## config.mk

```make
export PLATFORM = sky130hd
export DESIGN_NAME = sti_div
export DESIGN_NICKNAME = d
export VERILOG_FILES = /design/src/sv/sti_pkg.sv /design/src/sv/sti_div.sv
export SDC_FILE = /design/constraint.sdc
export NUM_CORES = 1
export LEC_CHECK = 0
export BUFFER_PORTS_ARGS = -buffer_cell sky130_fd_sc_hd__buf_4
export CORE_MARGIN = 2
export CORE_UTILIZATION = 25
export CTS_BUF_LIST = sky130_fd_sc_hd__clkbuf_16
export CTS_CLUSTER_DIAMETER = 150
export DETAILED_ROUTE_END_ITERATION = 6
export PLACE_DENSITY_LB_ADDON = 0.05
export SLEW_MARGIN = 25
export SYNTH_ARGS = -nofsm -noshare
export SYNTH_HDL_FRONTEND = slang
export SYNTH_SLANG_ARGS = --single-unit
```

## constraint.sdc

```tcl
create_clock -name clock -period 8.2 [get_ports clock]
set_clock_uncertainty 0.15 [all_clocks]
set_input_delay 0.82 -clock clock [delete_from_list [all_inputs] [get_ports clock]]
set_output_delay 0.82 -clock clock [all_outputs]
set_load 0.005 [all_outputs]
```

## src/sv/sti_pkg.sv

```systemverilog
`timescale 1ns / 1ps
`default_nettype none

package sti_pkg;

   // table geometry
   localparam int TABLE_DEPTH = 64;
   localparam int IDX_W       = $clog2(TABLE_DEPTH);
   localparam int CNT_W       = IDX_W + 1;
   localparam int CFG_W       = 7;

   // datapath widths
   localparam int VAL_W     = 32;
   localparam int OUT_W     = 31;
   localparam int PROD_W    = 2 * VAL_W;
   localparam int DIV_STEPS = PROD_W / 2;            // two quotient bits per cycle
   localparam int DIV_CNT_W = $clog2(DIV_STEPS);
   localparam int QCAP_BIT  = 40;                    // quotient magnitude capped at 2^40
   localparam int SUM_W     = QCAP_BIT + 2;

   localparam logic OP_LOAD  = 1'b0;
   localparam logic OP_QUERY = 1'b1;

   localparam logic [CFG_W-1:0] ACTIVE_RESET = CFG_W'(TABLE_DEPTH);

   typedef struct packed {
      logic signed [VAL_W-1:0] k;
      logic signed [VAL_W-1:0] e;
      logic signed [VAL_W-1:0] v;
   } entry_type;

   typedef struct packed {
      logic              start;
      logic [PROD_W-1:0] dividend;
      logic [VAL_W-1:0]  divisor;
   } div_req_type;

   typedef struct packed {
      logic              done;
      logic [PROD_W-1:0] quotient;
   } div_rsp_type;

endpackage

`default_nettype wire

```

## src/sv/sti_div.sv

```systemverilog
`timescale 1ns / 1ps
`default_nettype none

// Unsigned 64 / 32 restoring divider, two quotient bits per cycle.
// Divisor must be nonzero. Quotient holds after done until the next start.
module sti_div import sti_pkg::*; (
   input  wire logic        clock,
   input  wire logic        reset,
   input  wire div_req_type req,
   output div_rsp_type      rsp
);

   logic [VAL_W-1:0]     den_ff;
   logic [VAL_W-1:0]     rem_ff, rem_in;
   logic [PROD_W-1:0]    quo_ff, quo_in;
   logic [DIV_CNT_W-1:0] cnt_ff, cnt_in;
   logic                 busy_ff, busy_in;
   logic                 done_ff, done_in;
   logic [VAL_W-1:0]     rem_mid, rem_step;
   logic                 bit_hi, bit_lo;

   // one restoring step: returns {quotient bit, new remainder}
   function automatic logic [VAL_W:0] div_step(input logic [VAL_W-1:0] rem,
                                              input logic             nbit,
                                              input logic [VAL_W-1:0] den);
      logic [VAL_W:0] trial;
      logic [VAL_W:0] diff;
      logic [VAL_W:0] res;
      trial = {rem, nbit};
      diff  = trial - {1'b0, den};
      if (trial >= {1'b0, den}) begin
         res = {1'b1, diff[VAL_W-1:0]};
      end else begin
         res = {1'b0, trial[VAL_W-1:0]};
      end
      return res;
   endfunction

   always_comb begin
      {bit_hi, rem_mid}  = div_step(rem_ff, quo_ff[PROD_W-1], den_ff);
      {bit_lo, rem_step} = div_step(rem_mid, quo_ff[PROD_W-2], den_ff);

      rem_in  = rem_ff;
      quo_in  = quo_ff;
      cnt_in  = cnt_ff;
      busy_in = busy_ff;
      done_in = 1'b0;

      if (req.start) begin
         rem_in  = '0;
         quo_in  = req.dividend;
         cnt_in  = DIV_CNT_W'(DIV_STEPS - 1);
         busy_in = 1'b1;
      end else if (busy_ff) begin
         rem_in = rem_step;
         quo_in = {quo_ff[PROD_W-3:0], bit_hi, bit_lo};
         if (cnt_ff == '0) begin
            busy_in = 1'b0;
            done_in = 1'b1;
         end else begin
            cnt_in = cnt_ff - 1'b1;
         end
      end
   end

   always_ff @(posedge clock) begin
      if (reset) begin
         busy_ff <= 1'b0;
         done_ff <= 1'b0;
         cnt_ff  <= '0;
      end else begin
         busy_ff <= busy_in;
         done_ff <= done_in;
         cnt_ff  <= cnt_in;
      end
      rem_ff <= rem_in;
      quo_ff <= quo_in;
      if (req.start) begin
         den_ff <= req.divisor;
      end
   end

   always_comb begin
      rsp.done     = done_ff;
      rsp.quotient = quo_ff;
   end

endmodule

`default_nettype wire

```

==> results.cfg, run 1 <==
[outcome]
status = finished clean

[detailed_routing]
avgViaCountPerCell = 4.81
num_vias = 7366
routed_wl_um = 28200
final_antenna_net_count = 0
detail_route.first_pass.iterations = 7
wl_per_cell_um = 18.4
drc = 0
drtIter0Drc = 327

[clock_tree]
cts_buffer_depth = 2
clock_latency_ns = 0.44
cts.repair.resized = 0
clk_pin_slew_ns = 0.06
htreeDepth = 4
numClockSinks = 135
root_buffer = clkbuf_16
cts_tree = done
cts_setup_buffers = 0
hold_buffers = 0
cts_made_buffers = 17

[logic_synthesis]
synth.avg_cell_area_um2 = 10.3
ys_ff_latch = 135
synth_top_cells_by_count = edfxtp_1 (96), nor2_1 (76), mux2_2 (75)
synth_ff_type = edfxtp_1
yosys.cell_count.top_type = edfxtp_1
yosysSeqAreaShare = 0.400
async_flop_share = 0
synth_enable_flop_cells = 96
syn_nets = 1054
ys_types = 70
synth_top_area_frac = 0.315
yosys_warnings = 0
syn_inst = 887
netlist_area_um2 = 9150
ys_top_cells_by_area = edfxtp_1 (32%), mux2_2 (9.2%), ha_1 (9.0%), dfxtp_1 (8.5%), xnor2_1 (3.4%)
yosys.area.top_type = edfxtp_1

[sta]
tightestPinTransition_ns = 0.909
slew_headroom = 0.394
max_freq_mhz = 138
min_period_over_period = 0.884
setup_viol = 0
slew_viol_final = 0
tns_ns = 0
fin_crit_ns = 7.25
hold_viol = 0
rsz0062_at_grt = false

[place]
place_area_um2 = 10900
hpwl_um = 21000
place_congestion = 0.782
portBuffers = 163
dp.cells = 1501

[worst_setup_path]
worst_setup_path_end_kind = register
slowest_delay_ns = 0.52
worstPathRequired_ns = 8.34
criticalPathCategory = reg -> reg
r2r_slack_ns = 0.95
worst_r2r_path_depth = 22
path_cells = inv_1 > ha_1 > nand4_1 > nor4b_2 > o31ai_1 > a21o_1 > a211o_1 > a2111oi_4 > or2_1 > buf_4 > mux2_2 > ha_1 > o2111ai_1 > a2111oi_0 > o21ai_0 > a21boi_0 > o31ai_1 > o311a_2 > nand2_2 > buf_4 > mux2i_1 > a211oi_1
r2r_end = rem_ff[4]
path_max_fanout = 20
rr_startpoint = den_ff[11]
start_kind = register
cp_slowest_cell = a2111oi_0
worstPathArrival_ns = 7.39

[floorplanning]
die_h_um = 195
pin_count = 164
dieArea_um2 = 38100
initial_core_util = 0.252
die-width_um = 195
rows = 70
core_area_um2 = 36300

[grt]
grt_usage = 0.153
grt_overflow_total = 0
grt_first_pass_wirelength_um = 44700
grt_max_degree = 66
grt_antenna_before_repair = 1
grt_pass1_vias = 7745

[finish]
diodes = 0
final_cell_area_um2 = 11500
fin_util = 0.316
fillers = 3745
fin_cells = 1532
nets = 1219
syn2layout_area_growth_pct = 25.4
drive_gt1_frac = 0.284

[pwr]
powerDensity_nw_per_um2 = 336
clkPwrFrac = 0.203
p_seq_frac = 0.239
p_int_mw = 2.25
netSwitchingFraction = 0.416
vdd_drop_max_uv = 162
switchingPower_mw = 1.60
p_leak_nw = 4.86
comb_power_share = 0.557

[hold_path]
min_delay_path_depth = 2
min_from = rem_ff[17]
hold_path.class = reg -> reg
whs_endpoint = rem_ff[17]

[flow_run]
maxCapViolations = 0
layer usage:
metal | global-route usage | vias to the layer above | wire, um
met5 | 0 | - | 0
met4 | 0.0368 | 0 | 304
li1 | - | 3688 | -
met3 | 0.0549 | 25 | 1980
met1 | 0.202 | 3495 | 13400
met2 | 0.237 | 158 | 12500
flip-flops by register name, indices dropped and copies added (netlist names):
register and flops:
done_ff 1, cnt_ff 5, den_ff 32, busy_ff 1, quo_ff 64, rem_ff 32
cell usage in the layout (no fill, tap or decap), types with 5 or more instances in the layout:
master,count
mux2_2,75
a211oi_1,31
dfxtp_1,38
o21a_1,16
mux2_4,7
a221o_1,5
nand2b_1,11
inv_6,5
o21ai_0,37
xor2_1,13
mux2i_1,27
buf_4,174
a21oi_1,56
a21o_1,26
a21boi_0,7
xnor2_1,36
and3_1,5
o31ai_1,6
nand3_1,12
a31oi_1,6
clkbuf_16,17
ha_1,66
o21bai_1,7
inv_1,47
edfxtp_1,96
nand2_1,40
nor2b_1,9
nor3_1,22
nor2_1,76
nand4_1,10
and2_1,6
how the worst max path moves through the flow:
stage	endpoint	cells after the start	from
after floorplan	rem_ff[30]	23	den_ff[10]
after global placement	rem_ff[28]	22	den_ff[11]
after detailed placement	rem_ff[30]	22	den_ff[10]
after CTS	rem_ff[30]	22	den_ff[11]
after global routing	rem_ff[8]	22	den_ff[11]
final	rem_ff[4]	22	den_ff[11]
critical path: cells and delay by family, from the launching register on:
| family | cells | cell delay [ns] |
|---|---|---|
| DFF | 1 | 0.33 |
| muxes | 2 | 0.67 |
| buffers and inverters | 3 | 0.87 |
| adders and majority gates | 2 | 0.74 |
| and+or+nand+nor | 4 | 1.34 |
| AOI/OAI and AO/OA | 11 | 2.98 |
power by group through the flow:
| stage | Sequential, mW | Combinational (mW) | Clock, mW |
|---|---|---|---|
| floorplan | 0.913 | 1.61 | 0 |
| detailed placement | 0.935 | 2.15 | 0 |
| finish | 0.922 | 2.15 | 0.784 |
| global route | 0.938 | 2.39 | 0.850 |
| CTS | 0.924 | 2.16 | 0.821 |
| global placement | 0.940 | 2.18 | 0 |
per-stage QoR:
step           total power [mW]  hold slack [ns]  setup slack (ns)
6_report                   3.85            0.336             0.952
5_1_grt                    4.18            0.372             0.406
4_1_cts                    3.90            0.347             0.912
3_5_place_dp               3.08            0.336             0.935
3_3_place_gp               3.12            0.334              1.05
2_1_floorplan              2.53            0.293              2.23
cell type report:
| cell class | instances | area [um2] | share of cell area |
|---|---|---|---|
| inverter | 48 | 180 | 0.0157 |
| clock inverter | 14 | 150 | 0.0131 |
| sequential | 135 | 3660 | 0.319 |
| timing repair buffer | 175 | 1320 | 0.115 |
| tap | 468 | 586 | 0.0510 |
| multi-input combinational | 675 | 5150 | 0.449 |
| clock buffer | 17 | 425 | 0.0371 |
logic make-up (layout without fill, tap and decap cells):
family,after synthesis,count (layout),share of synthesized area
mux,109,109,0.133
flops,135,135,0.400
compound gates,234,234,0.174
fa+ha+maj,68,68,0.0946
xor+xnor,49,49,0.0469
simple gates,215,215,0.114
buf+inv,77,254,0.0369
Power figures use the tool's default switching activity.
==> run 2: changes to the inputs <==
--- a/config.mk
+++ b/config.mk
@@ -11,6 +11,7 @@
 export CTS_BUF_LIST = sky130_fd_sc_hd__clkbuf_16
 export CTS_CLUSTER_DIAMETER = 150
 export DETAILED_ROUTE_END_ITERATION = 6
+export MAX_ROUTING_LAYER = met4
 export PLACE_DENSITY_LB_ADDON = 0.05
 export SLEW_MARGIN = 25
 export SYNTH_ARGS = -nofsm -noshare
==> results.cfg, run 2 (synthesized netlist as in run 1, its figures left out) <==
[place]
hpwl_um = 21000
place_area_um2 = 10900
place_congestion = 0.793
dp.cells = 1501
place_ws_ns = 0.935
portBuffers = 163

[worst_setup_path]
path_buf_inv = 3
r2r_slack_ns = 0.96
cp_slowest_cell = a2111oi_0
crit_family = compound AO/OA/AOI/OAI gates
worstPathArrival_ns = 7.38
rr_startpoint = den_ff[11]
slowest_delay_ns = 0.53
start_kind = register
criticalPathCategory = reg -> reg
path_cells = inv_1 > ha_1 > nand4_1 > nor4b_2 > o31ai_1 > a21o_1 > a211o_1 > a2111oi_4 > or2_1 > buf_4 > mux2_2 > ha_1 > o2111ai_1 > a2111oi_0 > o21ai_0 > a21boi_0 > o31ai_1 > o311a_2 > nand2_2 > buf_4 > mux2i_1 > a211oi_1
r2r_end = rem_ff[4]
path_max_fanout = 20
worst_r2r_path_depth = 22
worstPathRequired_ns = 8.34
worst_setup_path_end_kind = register

[clock_tree]
numClockSinks = 135
cts.repair.resized = 0
htreeDepth = 4
clock_latency_ns = 0.44
hold_buffers = 0
cts_setup_buffers = 0
cts_made_buffers = 17
cts_buffer_depth = 2
cts_tree = done
root_buffer = clkbuf_16
clk_pin_slew_ns = 0.06

[detailed_routing]
detail_route.first_pass.iterations = 4
drtIter0Drc = 329
wl_met2_um = 12600
avgViaCountPerCell = 4.80
wl_met3_um = 2090
routed_wl_um = 28200
num_vias = 7360
drc = 0
top_layer = met4
wl_met1_um = 13300
wl_per_cell_um = 18.4
final_antenna_net_count = 0

[finish]
fillers = 3745
drive_gt1_frac = 0.284
largest_register_ffs = 64
syn2layout_area_growth_pct = 25.4
diodes = 0
final_common_cell = buf_4
reg_top3 = quo_ff (64), den_ff (32), rem_ff (32)
top_register = quo_ff
final_cell_area_um2 = 11500
fin_cells = 1532
nets = 1219
layout_common_cells = buf_4 (174), edfxtp_1 (96), nor2_1 (76)
fin_util = 0.316

[pwr]
vdd_drop_max_uv = 156
finalPower_mw = 3.84
p_leak_nw = 4.86
powerDensity_nw_per_um2 = 335

[hold_path]
min_from = rem_ff[17]
hold_path.class = reg -> reg
whs_endpoint = rem_ff[17]
min_delay_path_depth = 2

[floorplanning]
die-width_um = 195
rows = 70
pin_count = 164
core_area_um2 = 36300
die_h_um = 195
dieArea_um2 = 38100
initial_core_util = 0.252

[sta]
tns_ns = 0
rsz0062_at_grt = false
min_period_over_period = 0.883
hold_ws_ns = 0.338
slew_viol_final = 0
timing.final.ws_setup_ns = 0.958
fin_crit_ns = 7.24
hold_viol = 0
slew_headroom = 0.389
setup_viol = 0
max_freq_mhz = 138
tightestPinTransition_ns = 0.916

[outcome]
status = finished clean

[grt]
grt_first_pass_wirelength_um = 44600
grt_overflow_total = 0
grt_usage = 0.157
grt_antenna_before_repair = 1
grt_max_degree = 66
grt_pass1_vias = 7767

[flow_run]
maxCapViolations = 0
==> run 2: worst max-delay path by stage <==
| stage | from | endpoint | slack, ns | cells past startpoint |
|---|---|---|---|---|
| after floorplan | den_ff[10] | rem_ff[30] | 2.23 | 23 |
| after global placement | den_ff[11] | rem_ff[28] | 1.05 | 22 |
| after detailed placement | den_ff[10] | rem_ff[30] | 0.93 | 22 |
| after CTS | den_ff[11] | rem_ff[30] | 0.91 | 22 |
| after global routing | den_ff[11] | rem_ff[8] | 0.41 | 22 |
| final | den_ff[11] | rem_ff[4] | 0.96 | 22 |
==> run 2: tightest hold or removal path: cells and delay by family (launching register included) <==
family,cells,cell delay (ns)
DFF,1,0.32
AOI/OAI and AO/OA,1,0.06
and+or+nand+nor,1,0.05
==> run 2: where the power goes <==
part / switching (mW) / internal (mW) / total, mW
Clock: 0.333 / 0.449 / 0.782
Sequential: 0.0753 / 0.846 / 0.921
Combinational: 1.19 / 0.952 / 2.14
==> run 2: area by class of cell <==
class / count / area [um2] / share of cell area
Clock buffer: 17 / 425 / 0.0371
Clock inverter: 14 / 150 / 0.0131
Inverter: 48 / 180 / 0.0157
Multi-Input combinational cell: 675 / 5150 / 0.449
Sequential cell: 135 / 3660 / 0.319
Tap cell: 468 / 586 / 0.0510
Timing Repair Buffer: 175 / 1320 / 0.115
==> run 2: per-layer routing <==
metal,vias to the layer above,track usage
li1,3687,-
met1,3493,0.203
met2,161,0.238
met3,19,0.0527
met4,0,0.0368
met5,-,-
==> run 3: changes to the inputs <==
--- a/config.mk
+++ b/config.mk
@@ -6,7 +6,6 @@
 export NUM_CORES = 1
 export LEC_CHECK = 0
 export BUFFER_PORTS_ARGS = -buffer_cell sky130_fd_sc_hd__buf_4
-export CORE_MARGIN = 2
 export CORE_UTILIZATION = 25
 export CTS_BUF_LIST = sky130_fd_sc_hd__clkbuf_16
 export CTS_CLUSTER_DIAMETER = 150
==> constraint.sdc (replaced) <==
create_clock -name clock -period 8.2 [get_ports clock]
set_clock_uncertainty 0.15 [all_clocks]
set_input_delay 0.82 -clock clock [delete_from_list [all_inputs] [get_ports clock]]
set_output_delay 0.82 -clock clock [all_outputs]
set_load 0.05 [all_outputs]
==> results.cfg, run 3 (synthesized netlist as in run 1, its figures left out) <==
[outcome]
status = finished with violations
violations = design-rule violations

[clock_tree]
cts_setup_buffers = 0
root_buffer = clkbuf_16
clock_latency_ns = 0.44
cts.repair.resized = 0
clk_pin_slew_ns = 0.07
numClockSinks = 135
hold_buffers = 0
htreeDepth = 4
cts_made_buffers = 17
cts_tree = done
cts_buffer_depth = 2

[detailed_routing]
detail_route.first_pass.iterations = 6
drc = 1
wl_per_cell_um = 18.1
drtIter0Drc = 307
num_vias = 7355
avgViaCountPerCell = 4.82
routed_wl_um = 27700
final_antenna_net_count = 0

[sta]
min_period_over_period = 0.888
slew_viol_final = 0
timing.final.ws_setup_ns = 0.915
slew_headroom = 0.404
rsz0062_at_grt = false
max_freq_mhz = 137
fin_crit_ns = 7.29
setup_viol = 0
hold_viol = 0
tns_ns = 0
tightestPinTransition_ns = 0.893

[hold_path]
hold_path.class = reg -> reg

[floorplanning]
dieArea_um2 = 37400
die_h_um = 193
rows = 69
die-width_um = 193
core_area_um2 = 35800
pin_count = 164
initial_core_util = 0.255

[worst_setup_path]
cp_slowest_cell = a221oi_1
start_kind = register
path_cells = inv_1 > ha_1 > nand4_1 > nor4b_2 > o31ai_1 > a21o_1 > a211o_1 > a2111oi_4 > or2_1 > buf_4 > mux2_2 > ha_1 > and3_1 > a221o_1 > a221oi_1 > o21ai_0 > o21a_1 > a31o_2 > a221o_1 > a21oi_1 > xor2_1 > o221ai_1
criticalPathCategory = reg -> reg
worstPathArrival_ns = 7.46
slowest_delay_ns = 0.61
crit_family = compound AO/OA/AOI/OAI gates
path_max_fanout = 11
worst_setup_path_end_kind = register
worstPathRequired_ns = 8.37
path_buf_inv = 2

[finish]
fillers = 3723
final_common_cell = buf_4
fin_cells = 1525
layout_common_cells = buf_4 (173), edfxtp_1 (96), nor2_1 (76)
register_area_um2 = 3660
reg_top3 = quo_ff (64), den_ff (32), rem_ff (32)
diodes = 0
multi_input_area_um2 = 5150
largest_register_ffs = 64
nets = 1218
top_register = quo_ff
syn2layout_area_growth_pct = 25.3
fin_util = 0.320
drive_gt1_frac = 0.284

[place]
dp.cells = 1493
portBuffers = 163
hpwl_um = 20400
place_congestion = 0.821
place_ws_ns = 0.915

[grt]
grtUsageMet3 = 0.0413
grt_pass1_vias = 7731
grt_usage = 0.156
grt_use_met1 = 0.203
grt_use_met2 = 0.235
grt_antenna_before_repair = 0
grt_max_degree = 65
grt_first_pass_wirelength_um = 43600
top_usage_layer = met2
grt_overflow_total = 0

[pwr]
powerDensity_nw_per_um2 = 346
vdd_drop_max_uv = 150
p_leak_nw = 4.88

[flow_run]
maxCapViolations = 0
run 3: area by class of cell:
| cell class | count | share of cell area |
|---|---|---|
| repair buffers | 174 | 0.114 |
| flip-flops and latches | 135 | 0.320 |
| multi-input cells | 675 | 0.449 |
| well taps | 461 | 0.0503 |
| inverters | 48 | 0.0157 |
| clock buffers | 20 | 0.0436 |
| clock inverters | 12 | 0.00764 |
run 3: final timing paths:
| kind | startpoint | to | slack (ns) | cells past startpoint |
|---|---|---|---|---|
| worst max-delay path | den_ff[10] | rem_ff[30] | 0.91 | 22 |
| worst min-delay path | rem_ff[12] | rem_ff[12] | 0.35 | 2 |
| worst max register to register | den_ff[10] | rem_ff[30] | 0.91 | 22 |
| worst min register to register | rem_ff[12] | rem_ff[12] | 0.35 | 2 |
run 3: per-layer routing:
metal,vias up,share of wire,wire (um)
li1,3694,-,-
met3,21,0.057,1570
met5,-,0,0
met4,0,0.015,428
met1,3470,0.49,13700
met2,170,0.43,12000
run 3: worst register-to-register path: stages, from the launching register on:
cell and delay (ns):
edfxtp_1 0.34, inv_1 0.06, ha_1 0.38, nand4_1 0.22, nor4b_2 0.28, o31ai_1 0.18
a21o_1 0.27, a211o_1 0.38, a2111oi_4 0.38, or2_1 0.47, buf_4 0.34, mux2_2 0.39
ha_1 0.37, and3_1 0.21, a221o_1 0.41, a221oi_1 0.61, o21ai_0 0.35, o21a_1 0.32
a31o_2 0.29, a221o_1 0.30, a21oi_1 0.18, xor2_1 0.16, o221ai_1 0.13
run 3: through the flow:
step	power [mW]	hold WS [ns]	instance area [um2]
2_1_floorplan	2.66	0.293	9150
3_3_place_gp	3.24	0.321	10900
3_5_place_dp	3.19	0.327	10900
4_1_cts	4.01	0.342	11500
5_1_grt	4.28	0.366	11500
6_report	3.96	0.347	11500
run 3: where the power goes:
part	internal [mW]	leakage, nW	switching (mW)
sequential	0.846	1.28	0.0745
clock	0.444	0.300	0.342
combinational	0.951	3.30	1.31
